--- config.mk ---
export PLATFORM = sky130hd
export DESIGN_NAME = tlg_row_rule
export DESIGN_NICKNAME = d
export VERILOG_FILES = /design/src/tlg_pkg.sv /design/src/tlg_row_rule.sv
export SDC_FILE = /design/constraint.sdc
export NUM_CORES = 1
export LEC_CHECK = 0
export ABC_AREA = 1
export BUFFER_PORTS_ARGS = -buffer_cell sky130_fd_sc_hd__buf_4
export CAP_MARGIN = 20
export CORE_MARGIN = 2
export CORE_UTILIZATION = 50
export DETAILED_ROUTE_END_ITERATION = 7
export PLACE_DENSITY = 0.83
export SYNTH_ARGS = -nofsm -noshare
export SYNTH_HDL_FRONTEND = slang
export SYNTH_SLANG_ARGS = --single-unit
--- constraint.sdc ---
create_clock -name vclk -period 5.4
set_input_delay 1.08 -clock vclk [all_inputs]
set_output_delay 1.08 -clock vclk [all_outputs]
set_load 0.005 [all_outputs]
--- src/tlg_pkg.sv ---
`timescale 1ns / 1ps
// ----------------------------------------------------------------------------
// tlg_pkg: shared types and constants of the toroidal life block
// control word layout, microcode program, item codes and the b3/s23 rule mask
// ----------------------------------------------------------------------------
package tlg_pkg;

    localparam int GRID_WIDTH_DEF  = 64;
    localparam int GRID_HEIGHT_DEF = 64;

    localparam int MODE_W     = 2;
    localparam int ELAPSED_W  = 16;
    localparam int COL_W      = 6;
    localparam int ROW_W      = 6;
    localparam int PERIOD_W   = 16;
    localparam int ACC_W      = 32;
    localparam int APB_ADDR_W = 2;
    localparam int APB_DATA_W = 32;

    localparam logic [PERIOD_W-1:0]   PERIOD_RESET = 16'd100;
    localparam logic [APB_ADDR_W-1:0] ADDR_PERIOD  = 2'd0;

    // next state by live neighbour count, bit 0 for a dead cell, bit 1 for a live one
    localparam logic [1:0] RULE_MASK [9] = '{2'd0, 2'd0, 2'd2, 2'd3, 2'd0,
                                             2'd0, 2'd0, 2'd0, 2'd0};

    typedef enum logic [MODE_W-1:0] {
        MODE_TIME  = 2'd0,
        MODE_WRITE = 2'd1,
        MODE_READ  = 2'd2,
        MODE_CLEAR = 2'd3
    } mode_t;

    typedef enum logic [3:0] {
        ST_IDLE  = 4'd0,
        ST_TIME  = 4'd1,
        ST_TCHK  = 4'd2,
        ST_G0    = 4'd3,
        ST_G1    = 4'd4,
        ST_G2    = 4'd5,
        ST_GL0   = 4'd6,
        ST_GL1   = 4'd7,
        ST_GEND  = 4'd8,
        ST_WR0   = 4'd9,
        ST_WR1   = 4'd10,
        ST_RD0   = 4'd11,
        ST_RD1   = 4'd12,
        ST_CLR0  = 4'd13,
        ST_CLR1  = 4'd14,
        ST_DONE  = 4'd15
    } step_t;

    typedef enum logic [1:0] {ROW_ITEM, ROW_LAST, ROW_Y, ROW_YNEXT} row_src_t;
    typedef enum logic [1:0] {BANK_CUR, BANK_OTHER, BANK_ZERO, BANK_ONE} bank_src_t;
    typedef enum logic [1:0] {WR_NONE, WR_GEN, WR_CELL, WR_ZERO} wr_op_t;
    typedef enum logic [1:0] {LD_NONE, LD_PREV, LD_CUR, LD_SHIFT} ld_op_t;
    typedef enum logic [1:0] {CNT_HOLD, CNT_ZERO, CNT_STEP} cnt_op_t;
    typedef enum logic [1:0] {ACC_NONE, ACC_ADD, ACC_SUB} acc_op_t;
    typedef enum logic [2:0] {JMP_NONE, JMP_ALWAYS, JMP_START, JMP_NOT_LAST, JMP_IF_LT} jmp_t;

    typedef struct packed {
        logic      rd;
        row_src_t  row_src;
        bank_src_t bank_src;
        wr_op_t    wr;
        ld_op_t    ld;
        cnt_op_t   cnt;
        acc_op_t   acc;
        jmp_t      jmp;
        step_t     target;
        logic      swap;
        logic      set_adv;
        logic      set_cs;
        logic      done;
    } ucw_t;

    // microcode rom
    function automatic ucw_t ucode(input step_t s);
        ucw_t w;
        w = '0;
        unique case (s)
            ST_IDLE:
            begin
                w.cnt = CNT_ZERO;
                w.jmp = JMP_START;
            end
            ST_TIME:
            begin
                w.acc = ACC_ADD;
            end
            ST_TCHK:
            begin
                w.acc    = ACC_SUB;
                w.jmp    = JMP_IF_LT;
                w.target = ST_DONE;
            end
            ST_G0:
            begin
                w.rd       = 1'b1;
                w.row_src  = ROW_LAST;
                w.bank_src = BANK_CUR;
            end
            ST_G1:
            begin
                w.ld       = LD_PREV;
                w.rd       = 1'b1;
                w.row_src  = ROW_Y;
                w.bank_src = BANK_CUR;
            end
            ST_G2:
            begin
                w.ld = LD_CUR;
            end
            ST_GL0:
            begin
                w.rd       = 1'b1;
                w.row_src  = ROW_YNEXT;
                w.bank_src = BANK_CUR;
            end
            ST_GL1:
            begin
                w.wr       = WR_GEN;
                w.row_src  = ROW_Y;
                w.bank_src = BANK_OTHER;
                w.ld       = LD_SHIFT;
                w.cnt      = CNT_STEP;
                w.jmp      = JMP_NOT_LAST;
                w.target   = ST_GL0;
            end
            ST_GEND:
            begin
                w.swap    = 1'b1;
                w.set_adv = 1'b1;
                w.jmp     = JMP_ALWAYS;
                w.target  = ST_DONE;
            end
            ST_WR0:
            begin
                w.rd       = 1'b1;
                w.row_src  = ROW_ITEM;
                w.bank_src = BANK_CUR;
            end
            ST_WR1:
            begin
                w.wr       = WR_CELL;
                w.row_src  = ROW_ITEM;
                w.bank_src = BANK_CUR;
                w.jmp      = JMP_ALWAYS;
                w.target   = ST_DONE;
            end
            ST_RD0:
            begin
                w.rd       = 1'b1;
                w.row_src  = ROW_ITEM;
                w.bank_src = BANK_CUR;
            end
            ST_RD1:
            begin
                w.set_cs = 1'b1;
                w.jmp    = JMP_ALWAYS;
                w.target = ST_DONE;
            end
            ST_CLR0:
            begin
                w.wr       = WR_ZERO;
                w.row_src  = ROW_Y;
                w.bank_src = BANK_ZERO;
                w.cnt      = CNT_STEP;
                w.jmp      = JMP_NOT_LAST;
                w.target   = ST_CLR0;
            end
            ST_CLR1:
            begin
                w.wr       = WR_ZERO;
                w.row_src  = ROW_Y;
                w.bank_src = BANK_ONE;
                w.cnt      = CNT_STEP;
                w.jmp      = JMP_NOT_LAST;
                w.target   = ST_CLR1;
            end
            ST_DONE:
            begin
                w.done   = 1'b1;
                w.jmp    = JMP_ALWAYS;
                w.target = ST_IDLE;
            end
            default:
            begin
                w.jmp    = JMP_ALWAYS;
                w.target = ST_IDLE;
            end
        endcase
        return w;
    endfunction

    // entry point of each transaction kind
    function automatic step_t dispatch(input logic [MODE_W-1:0] m);
        step_t s;
        s = ST_IDLE;
        unique case (m)
            MODE_TIME:  s = ST_TIME;
            MODE_WRITE: s = ST_WR0;
            MODE_READ:  s = ST_RD0;
            MODE_CLEAR: s = ST_CLR0;
            default:    s = ST_IDLE;
        endcase
        return s;
    endfunction

endpackage

--- src/tlg_row_rule.sv ---
`timescale 1ns / 1ps
// ----------------------------------------------------------------------------
// tlg_row_rule: next generation of one grid row
// counts the eight wrapped neighbours of every cell and applies b3/s23
// ----------------------------------------------------------------------------
module tlg_row_rule #(
    parameter int W = 64
) (
    input  logic [W-1:0] prev_row,
    input  logic [W-1:0] cur_row,
    input  logic [W-1:0] next_row,
    output logic [W-1:0] new_row
);

    import tlg_pkg::*;

    for (genvar x = 0; x < W; x++)
    begin : g_cell
        localparam int XL = (x == 0) ? W - 1 : x - 1;
        localparam int XR = (x == W - 1) ? 0 : x + 1;
        logic [3:0] cnt;

        always_comb
        begin
            cnt = 4'(prev_row[XL]) + 4'(prev_row[x]) + 4'(prev_row[XR])
                + 4'(cur_row[XL])                    + 4'(cur_row[XR])
                + 4'(next_row[XL]) + 4'(next_row[x]) + 4'(next_row[XR]);
            new_row[x] = RULE_MASK[cnt][cur_row[x]];
        end
    end

endmodule

Yosys cells after proc, flatten, opt, wreduce, memory -nomap -nowiden
Memories as Yosys holds them, arrays and structs flattened.
Index checks and enable logic that the tools add are counted.
{ "op_classes": {"addsub": 448, "n_mul": 0, "n_div": 0, "magnitude_cmp": 128, "eq_ne": 0, "shifts": 0, "n_mux": 256, "bitwise": 64, "n_reduce_logical": 0} }
{ "op_table": {"columns": ["operator", "count"], "rows": [
  ["$add 4x1->4", 256],
  ["$ge 5x5->1 const B", 64],
  ["$not 4->5", 64],
  ["$add 3x1->4", 64],
  ["$mux 2", 128],
  ["$add 2x1->3", 64],
  ["$add 1x1->2", 64],
  ["$lt 1x2->1 const B", 64],
  ["$mux 1", 128]
]} }
{ "word_totals": {"ff_bits": 0, "latchBits": 0, "ram_bits": 0, "mem_bits_ro": 2048, "output_inout_bits": 64, "mem_count": 64} }
{ "mem_list": {"columns": ["memory", "depth", "word_bits", "read_ports", "rd_ports_with_merged_regs", "wr", "line_no", "text"], "rows": [
  ["(no name shown)", 16, 2, 1, 0, 0, "tlg_row_rule.sv:28", "new_row[x] = RULE_MASK[cnt][cur_row[x]];"],
  ["(no name shown)", 16, 2, 1, 0, 0, "tlg_row_rule.sv:28", null],
  ["(no name shown)", 16, 2, 1, 0, 0, "tlg_row_rule.sv:28", null],
  ["(no name shown)", 16, 2, 1, 0, 0, "tlg_row_rule.sv:28", null],
  ["(no name shown)", 16, 2, 1, 0, 0, "tlg_row_rule.sv:28", null],
  ["(no name shown)", 16, 2, 1, 0, 0, "tlg_row_rule.sv:28", null],
  ["58 more memories", null, null, null, null, null, null, null]
]} }

Longest topological paths before layout
Gate-level depths: netlist of run 1.
{ "depth": {"ltp_word": 13, "ltp_mapped": 12, "depth_no_buf": 12} }

Least setup slack after synthesis of run 1
Ideal clock, no wire load.
{ "synth_path": {"path_kind": "input port to output port", "startpoint": "input port prev_row[27]", "endpoint": "output port new_row[28]", "arrival_time_ns": 3.478, "path_slack_ns": 0.842, "cell_stages": 11, "cell_sequence": "fa_1 -> inv_1 -> fa_1 -> fa_1 -> inv_1 -> ha_1 -> fa_1 -> nand2_1 -> nor2_1 -> nand2_1 -> inv_1"} }
{ "synth_between": {"elab_chain_cells": 13} }
{ "synth_lines": {"columns": ["element", "line_no", "text"], "rows": [
  ["from (decl)", "tlg_row_rule.sv:9", "input logic [W-1:0] prev_row,"],
  ["$add 1x1->2", "tlg_row_rule.sv:25", "cnt = 4'(prev_row[XL]) + 4'(prev_row[x]) + 4'(prev_row[XR])"],
  ["$add 2x1->3", "tlg_row_rule.sv:25", null],
  ["$add 3x1->4", "tlg_row_rule.sv:26", "+ 4'(cur_row[XL]) + 4'(cur_row[XR])"],
  ["$add 4x1->4", "tlg_row_rule.sv:26", null],
  ["$add 4x1->4 (3 in series)", "tlg_row_rule.sv:27", "+ 4'(next_row[XL]) + 4'(next_row[x]) + 4'(next_row[XR]);"],
  ["$not 4->5 (not written as such)", "tlg_row_rule.sv:28", null],
  ["$mem_v2 16x2", null, null],
  ["$mux 2 (not written as such) (2 in series)", "tlg_row_rule.sv:28", null],
  ["$mux 1 (not written as such) (2 in series)", "tlg_row_rule.sv:28", null],
  ["to (decl)", "tlg_row_rule.sv:12", "output logic [W-1:0] new_row"]
]} }
No other way between the ends. The select of a mux whose other input is x is not followed.

Final worst setup path of run 1
{ "layout_path": {"startpoint": "input port prev_row[58]", "endpoint": "output port new_row[59]"} }
Same word-level chain as after synthesis.

==> impl_results.md, run 1 <==
- Global-route wire length before repair: 42600 um
- Drt drc: 0
- Layout cells sized above 1: 14.3%
- CP Capture Type: output port
- Via count: 9432
- Wire length per cell: 11.7 um
- Post-layout total power: 2.83 mW
- Routability-driven placement congestion ratio: 0.890
- Count of distinct cell types in the synthesized netlist: 7
- Status: completed
- Data required time at the worst endpoint: 4.32 ns
- Final worst-path cycle share: 92.1%
- Number of max-cap violations: 0
- Post-Layout Cell Count: 2101
- Synthesized Nets: 2172
- Gate count of the mapped netlist: 1532
- Crit start category: input pin
- Seq/Total Area, Yosys: 0%
- Final number of hold-violating endpoints: 0
- Std-Cell Core Area: 22800 um^2
- Final instance area: 14000 um^2
- Hold/Removal Path Class: in -> out
- RSZ-0062 raised after global routing: no
- Largest net degree at the start of global routing: 4
- Avg Synthesized Cell Area: 7.62 um^2
- Worst max-slew margin expressed relative to the limit: 83.8%
- Final hold slack: 2.57 ns
- Number of nets in the finished design: 2430
- Cell taking the most area after synthesis: sky130_fd_sc_hd__fa_1
- Area taken by flip-flops and latches: 0 um^2
- Minimum period implied by the final worst setup slack: 4.97 ns
- Aggregate global routing overflow: 0
- IO Count: 256
- Die area: 24600 um^2
- Die width: 157 um
- Transition at the pin with the smallest max-transition slack: 0.242 ns
- Share of Yosys cell area claimed by the top area cell type: 43.9%
- Count of cells resized by post-cts repair: 0
- Vias per cell: 4.49
- Initial antenna violation count: 0
- Number of global-route vias before repair: 10.1k
- All-layer global routing usage: 20.6%
- Number of I/O port buffers: 256
- Layout area overhead: 19.8%
- Sum of net half-perimeters after detailed placement: 23500 um
- Row Count: 55
- Static Leak: 8.63 nW
- Number of instances in the placed design: 2101
- Fmax: 201 MHz
- N_diodes: 0
- Final setup viols: 0
- Wire length after detailed routing: 24500 um
- Layout clock buffers: 0
- Mapped Area: 11700 um^2
- TritonRoute pass-1 iters: 5
- Number of buffers inserted to repair setup after CTS: 0
- Start-to-end type of the worst setup path: in -> out
- Number of nets with antenna violations after routing: 0
- Critical-path maximum fanout: 3
- Instance area after placement: 14000 um^2
- Largest vdd supply drop: 0.119 mV
- Sequential cell count of the final layout: 0
- Fin Setup TNS: 0 ns
- Post-cts hold buffer count: 0
- Effective utilization at floorplan: 51.3%
- Total power per unit cell area: 202 nW/um^2
- Leading post-synthesis cells by cell area: sky130_fd_sc_hd__fa_1, sky130_fd_sc_hd__ha_1, sky130_fd_sc_hd__inv_1
- Number of pins exceeding their max-slew limit in the final report: 0
- Warning count from the yosys run: 0
- DRC violation total after the first TritonRoute iteration: 288
- Data arrival time of the critical path: 3.89 ns
- Overall die height: 157 um
[cells in the final DEF (no fill, tap or decap)]
cell type | synthesis | final
sky130_fd_sc_hd__nand3_1 | 65 | 65
sky130_fd_sc_hd__ha_1 | 192 | 192
sky130_fd_sc_hd__buf_4 | 0 | 256
sky130_fd_sc_hd__nand2_1 | 318 | 318
sky130_fd_sc_hd__a21oi_1 | 1 | 1
sky130_fd_sc_hd__nor2_1 | 126 | 126
sky130_fd_sc_hd__inv_1 | 574 | 574
sky130_fd_sc_hd__fa_1 | 256 | 256
[final timing paths]
check	slack (ns)	cells after the start	endpoint	from
worst max-delay path	0.43	13	new_row[59]	prev_row[58]
worst min-delay path	2.57	6	new_row[10]	cur_row[10]
[metrics by stage]
stage          setup WS [ns]  utilization, %
2_1_floorplan          0.842               -
3_3_place_gp           0.462            61.4
3_5_place_dp           0.424            61.4
4_1_cts                0.413            61.4
5_1_grt                0.264            61.4
6_report               0.427            61.4
[cell families (layout without fill, tap and decap cells)]
logic type | Yosys count | in the layout | synth area share [%]
adder cells (fa/ha/maj) | 448 | 448 | 64.5
buffers and inverters | 574 | 830 | 18.4
AND/OR/NAND/NOR | 509 | 509 | 17.1
AO/OA/AOI/OAI | 1 | 1 | 0.0428
[cell type report]
cell class         count  area (um^2)
multi-input cells    958         9520
fillers             1957         8790
well taps            313          392
inverters            574         2150
repair buffers       256         1920
[routing by layer]
metal  track usage [%]  part of all wire, %  up-vias
li1                  -                    -     4803
met1              25.7                   42     4387
met2              38.4                   51      204
met3              2.38                  5.1       38
met4              3.98                  2.2        0
met5                 0                    0        -
[synth_stat cells, drive strengths merged]
cell type and count:
ha 192, nor2 126, nand2 318, a21oi 1, fa 256, nand3 65
inv 574
[worst max-delay path, stage by stage]
cell and delay (ns):
sky130_fd_sc_hd__buf_4 0.14, sky130_fd_sc_hd__fa_1 0.53, sky130_fd_sc_hd__inv_1 0.05, sky130_fd_sc_hd__fa_1 0.46
sky130_fd_sc_hd__fa_1 0.51, sky130_fd_sc_hd__inv_1 0.04, sky130_fd_sc_hd__ha_1 0.20, sky130_fd_sc_hd__fa_1 0.49
sky130_fd_sc_hd__nand2_1 0.05, sky130_fd_sc_hd__nor2_1 0.08, sky130_fd_sc_hd__nand2_1 0.06, sky130_fd_sc_hd__inv_1 0.09
sky130_fd_sc_hd__buf_4 0.12
[report_power, final]
group          switching, mW  internal [mW]  total, mW
combinational           1.50           1.33       2.83
sequential                 0              0          0
clock                      0              0          0
Note: power is estimated with default switching activity, not from simulation.
==> inputs of run 2 (changes only) <==
==> constraint.sdc (replaced) <==
create_clock -name vclk -period 5.4
set_input_delay 0.54 -clock vclk [all_inputs]
set_output_delay 0.54 -clock vclk [all_outputs]
set_load 0.005 [all_outputs]
==> run 2 against run 1 <==
  * Final cell count stayed put
  * Routed wire length is 1.5% higher
  * Critical path type unchanged
  * Non-clock buffer count unchanged
  * Largest power group unchanged
  * Clock-buffer cell count is the same
==> impl_results.md, run 2 (synthesis gave the netlist of run 1 again) <==
- TritonRoute pass-1 iters: 4
- Transition at the pin with the smallest max-transition slack: 0.253 ns
- Number of I/O port buffers: 256
- Fmax: 256 MHz
- Overall die height: 157 um
- Wire length per cell: 11.8 um
- CP Capture Type: output port
- Number of cells on the worst hold path: 6
- Worst max-slew margin expressed relative to the limit: 83.1%
- Met1 usage in global routing: 25.5%
- Layout clock buffers: 0
- Static Leak: 8.63 nW
- Critical-path maximum fanout: 3
- Fin Setup TNS: 0 ns
- Met3 layer usage reported by global route: 2.41%
- Layer with the highest usage: met2
- IO Count: 256
- Hold/Removal Path Class: in -> out
- Count of cells resized by post-cts repair: 0
- Minimum period implied by the final worst setup slack: 3.91 ns
- Largest vdd supply drop: 0.113 mV
- Std-Cell Core Area: 22800 um^2
- Wire length after detailed routing: 24900 um
- Final worst-path cycle share: 72.4%
- Status: completed
- Number of nets in the finished design: 2430
- Aggregate global routing overflow: 0
- Critical path endpoint: new_row[7]
- Die width: 157 um
- Final hold slack: 1.49 ns
- Worst Setup SP: prev_row[6]
- Number of max-cap violations: 0
- All-layer global routing usage: 20.9%
- Global-route met2 utilization: 39.1%
- Final instance area: 14000 um^2
- Via count: 9532
- RSZ-0062 raised after global routing: no
- Start-to-end type of the worst setup path: in -> out
- Data arrival time of the critical path: 3.37 ns
- Final setup viols: 0
- Layout area overhead: 19.8%
- Sum of net half-perimeters after detailed placement: 23800 um
- Die area: 24600 um^2
- Crit start category: input pin
- Number of pins exceeding their max-slew limit in the final report: 0
- Number of buffers inserted to repair setup after CTS: 0
- Row Count: 55
- Post-cts hold buffer count: 0
- N_diodes: 0
- Area taken by flip-flops and latches: 0 um^2
- Instance area after placement: 14000 um^2
- Leading cell type in the layout, fill and taps excluded: sky130_fd_sc_hd__inv_1
- Number of global-route vias before repair: 10.3k
- Number of nets with antenna violations after routing: 0
- Vias per cell: 4.54
- Total power per unit cell area: 203 nW/um^2
- Global-route wire length before repair: 43000 um
- Routability-driven placement congestion ratio: 0.882
- Sequential cell count of the final layout: 0
- Initial antenna violation count: 0
- Effective utilization at floorplan: 51.3%
- Setup slack after layout: 1.49 ns
- Final number of hold-violating endpoints: 0
- Data required time at the worst endpoint: 4.86 ns
- Layout cells sized above 1: 14.3%
- Post-layout total power: 2.84 mW
- DRC violation total after the first TritonRoute iteration: 260
- Commonest cells after routing, fill and taps aside: sky130_fd_sc_hd__inv_1, sky130_fd_sc_hd__nand2_1, sky130_fd_sc_hd__fa_1, sky130_fd_sc_hd__buf_4, sky130_fd_sc_hd__ha_1
- Largest net degree at the start of global routing: 4
- Drt drc: 0
- Place WS: 1.48 ns
[run 2: critical path, stage by stage]
cell,delay (ns)
sky130_fd_sc_hd__buf_4,0.14
sky130_fd_sc_hd__fa_1,0.53
sky130_fd_sc_hd__inv_1,0.05
sky130_fd_sc_hd__fa_1,0.46
sky130_fd_sc_hd__fa_1,0.50
sky130_fd_sc_hd__inv_1,0.05
sky130_fd_sc_hd__ha_1,0.21
sky130_fd_sc_hd__fa_1,0.51
sky130_fd_sc_hd__nand2_1,0.07
sky130_fd_sc_hd__nor2_1,0.09
sky130_fd_sc_hd__nand2_1,0.07
sky130_fd_sc_hd__inv_1,0.05
sky130_fd_sc_hd__buf_4,0.10
[run 2: how the worst min path moves through the flow]
stage                start     endpoint
3_5_place_dp    cur_row[8]   new_row[8]
3_3_place_gp   cur_row[11]  new_row[11]
4_1_cts         cur_row[8]   new_row[8]
2_1_floorplan   cur_row[0]   new_row[0]
5_1_grt        cur_row[53]  new_row[53]
6_report        cur_row[8]   new_row[8]
[run 2: report_power, final]
group          internal [mW]  switching [mW]
registers                  0               0
clock network              0               0
logic                   1.33            1.51
[run 2: area by class of cell]
type,instances,area [um^2]
inverter,574,2150
fill,1965,8790
timing repair buffer,256,1920
tap,313,392
multi-input combinational,958,9520
[run 2: through the flow]
stage	cells	utilization [%]
4_1_cts	2101	61.4
2_1_floorplan	1532	-
6_report	2101	61.4
3_5_place_dp	2101	61.4
3_3_place_gp	2101	61.4
5_1_grt	2101	61.4
[run 2: routing by layer]
layer | wire length (um) | part of all wire, % | vias up
met5 | 0 | 0 | -
li1 | - | - | 4806
met3 | 1180 | 4.7 | 52
met2 | 12700 | 51 | 217
met4 | 709 | 2.8 | 0
met1 | 10300 | 41 | 4457
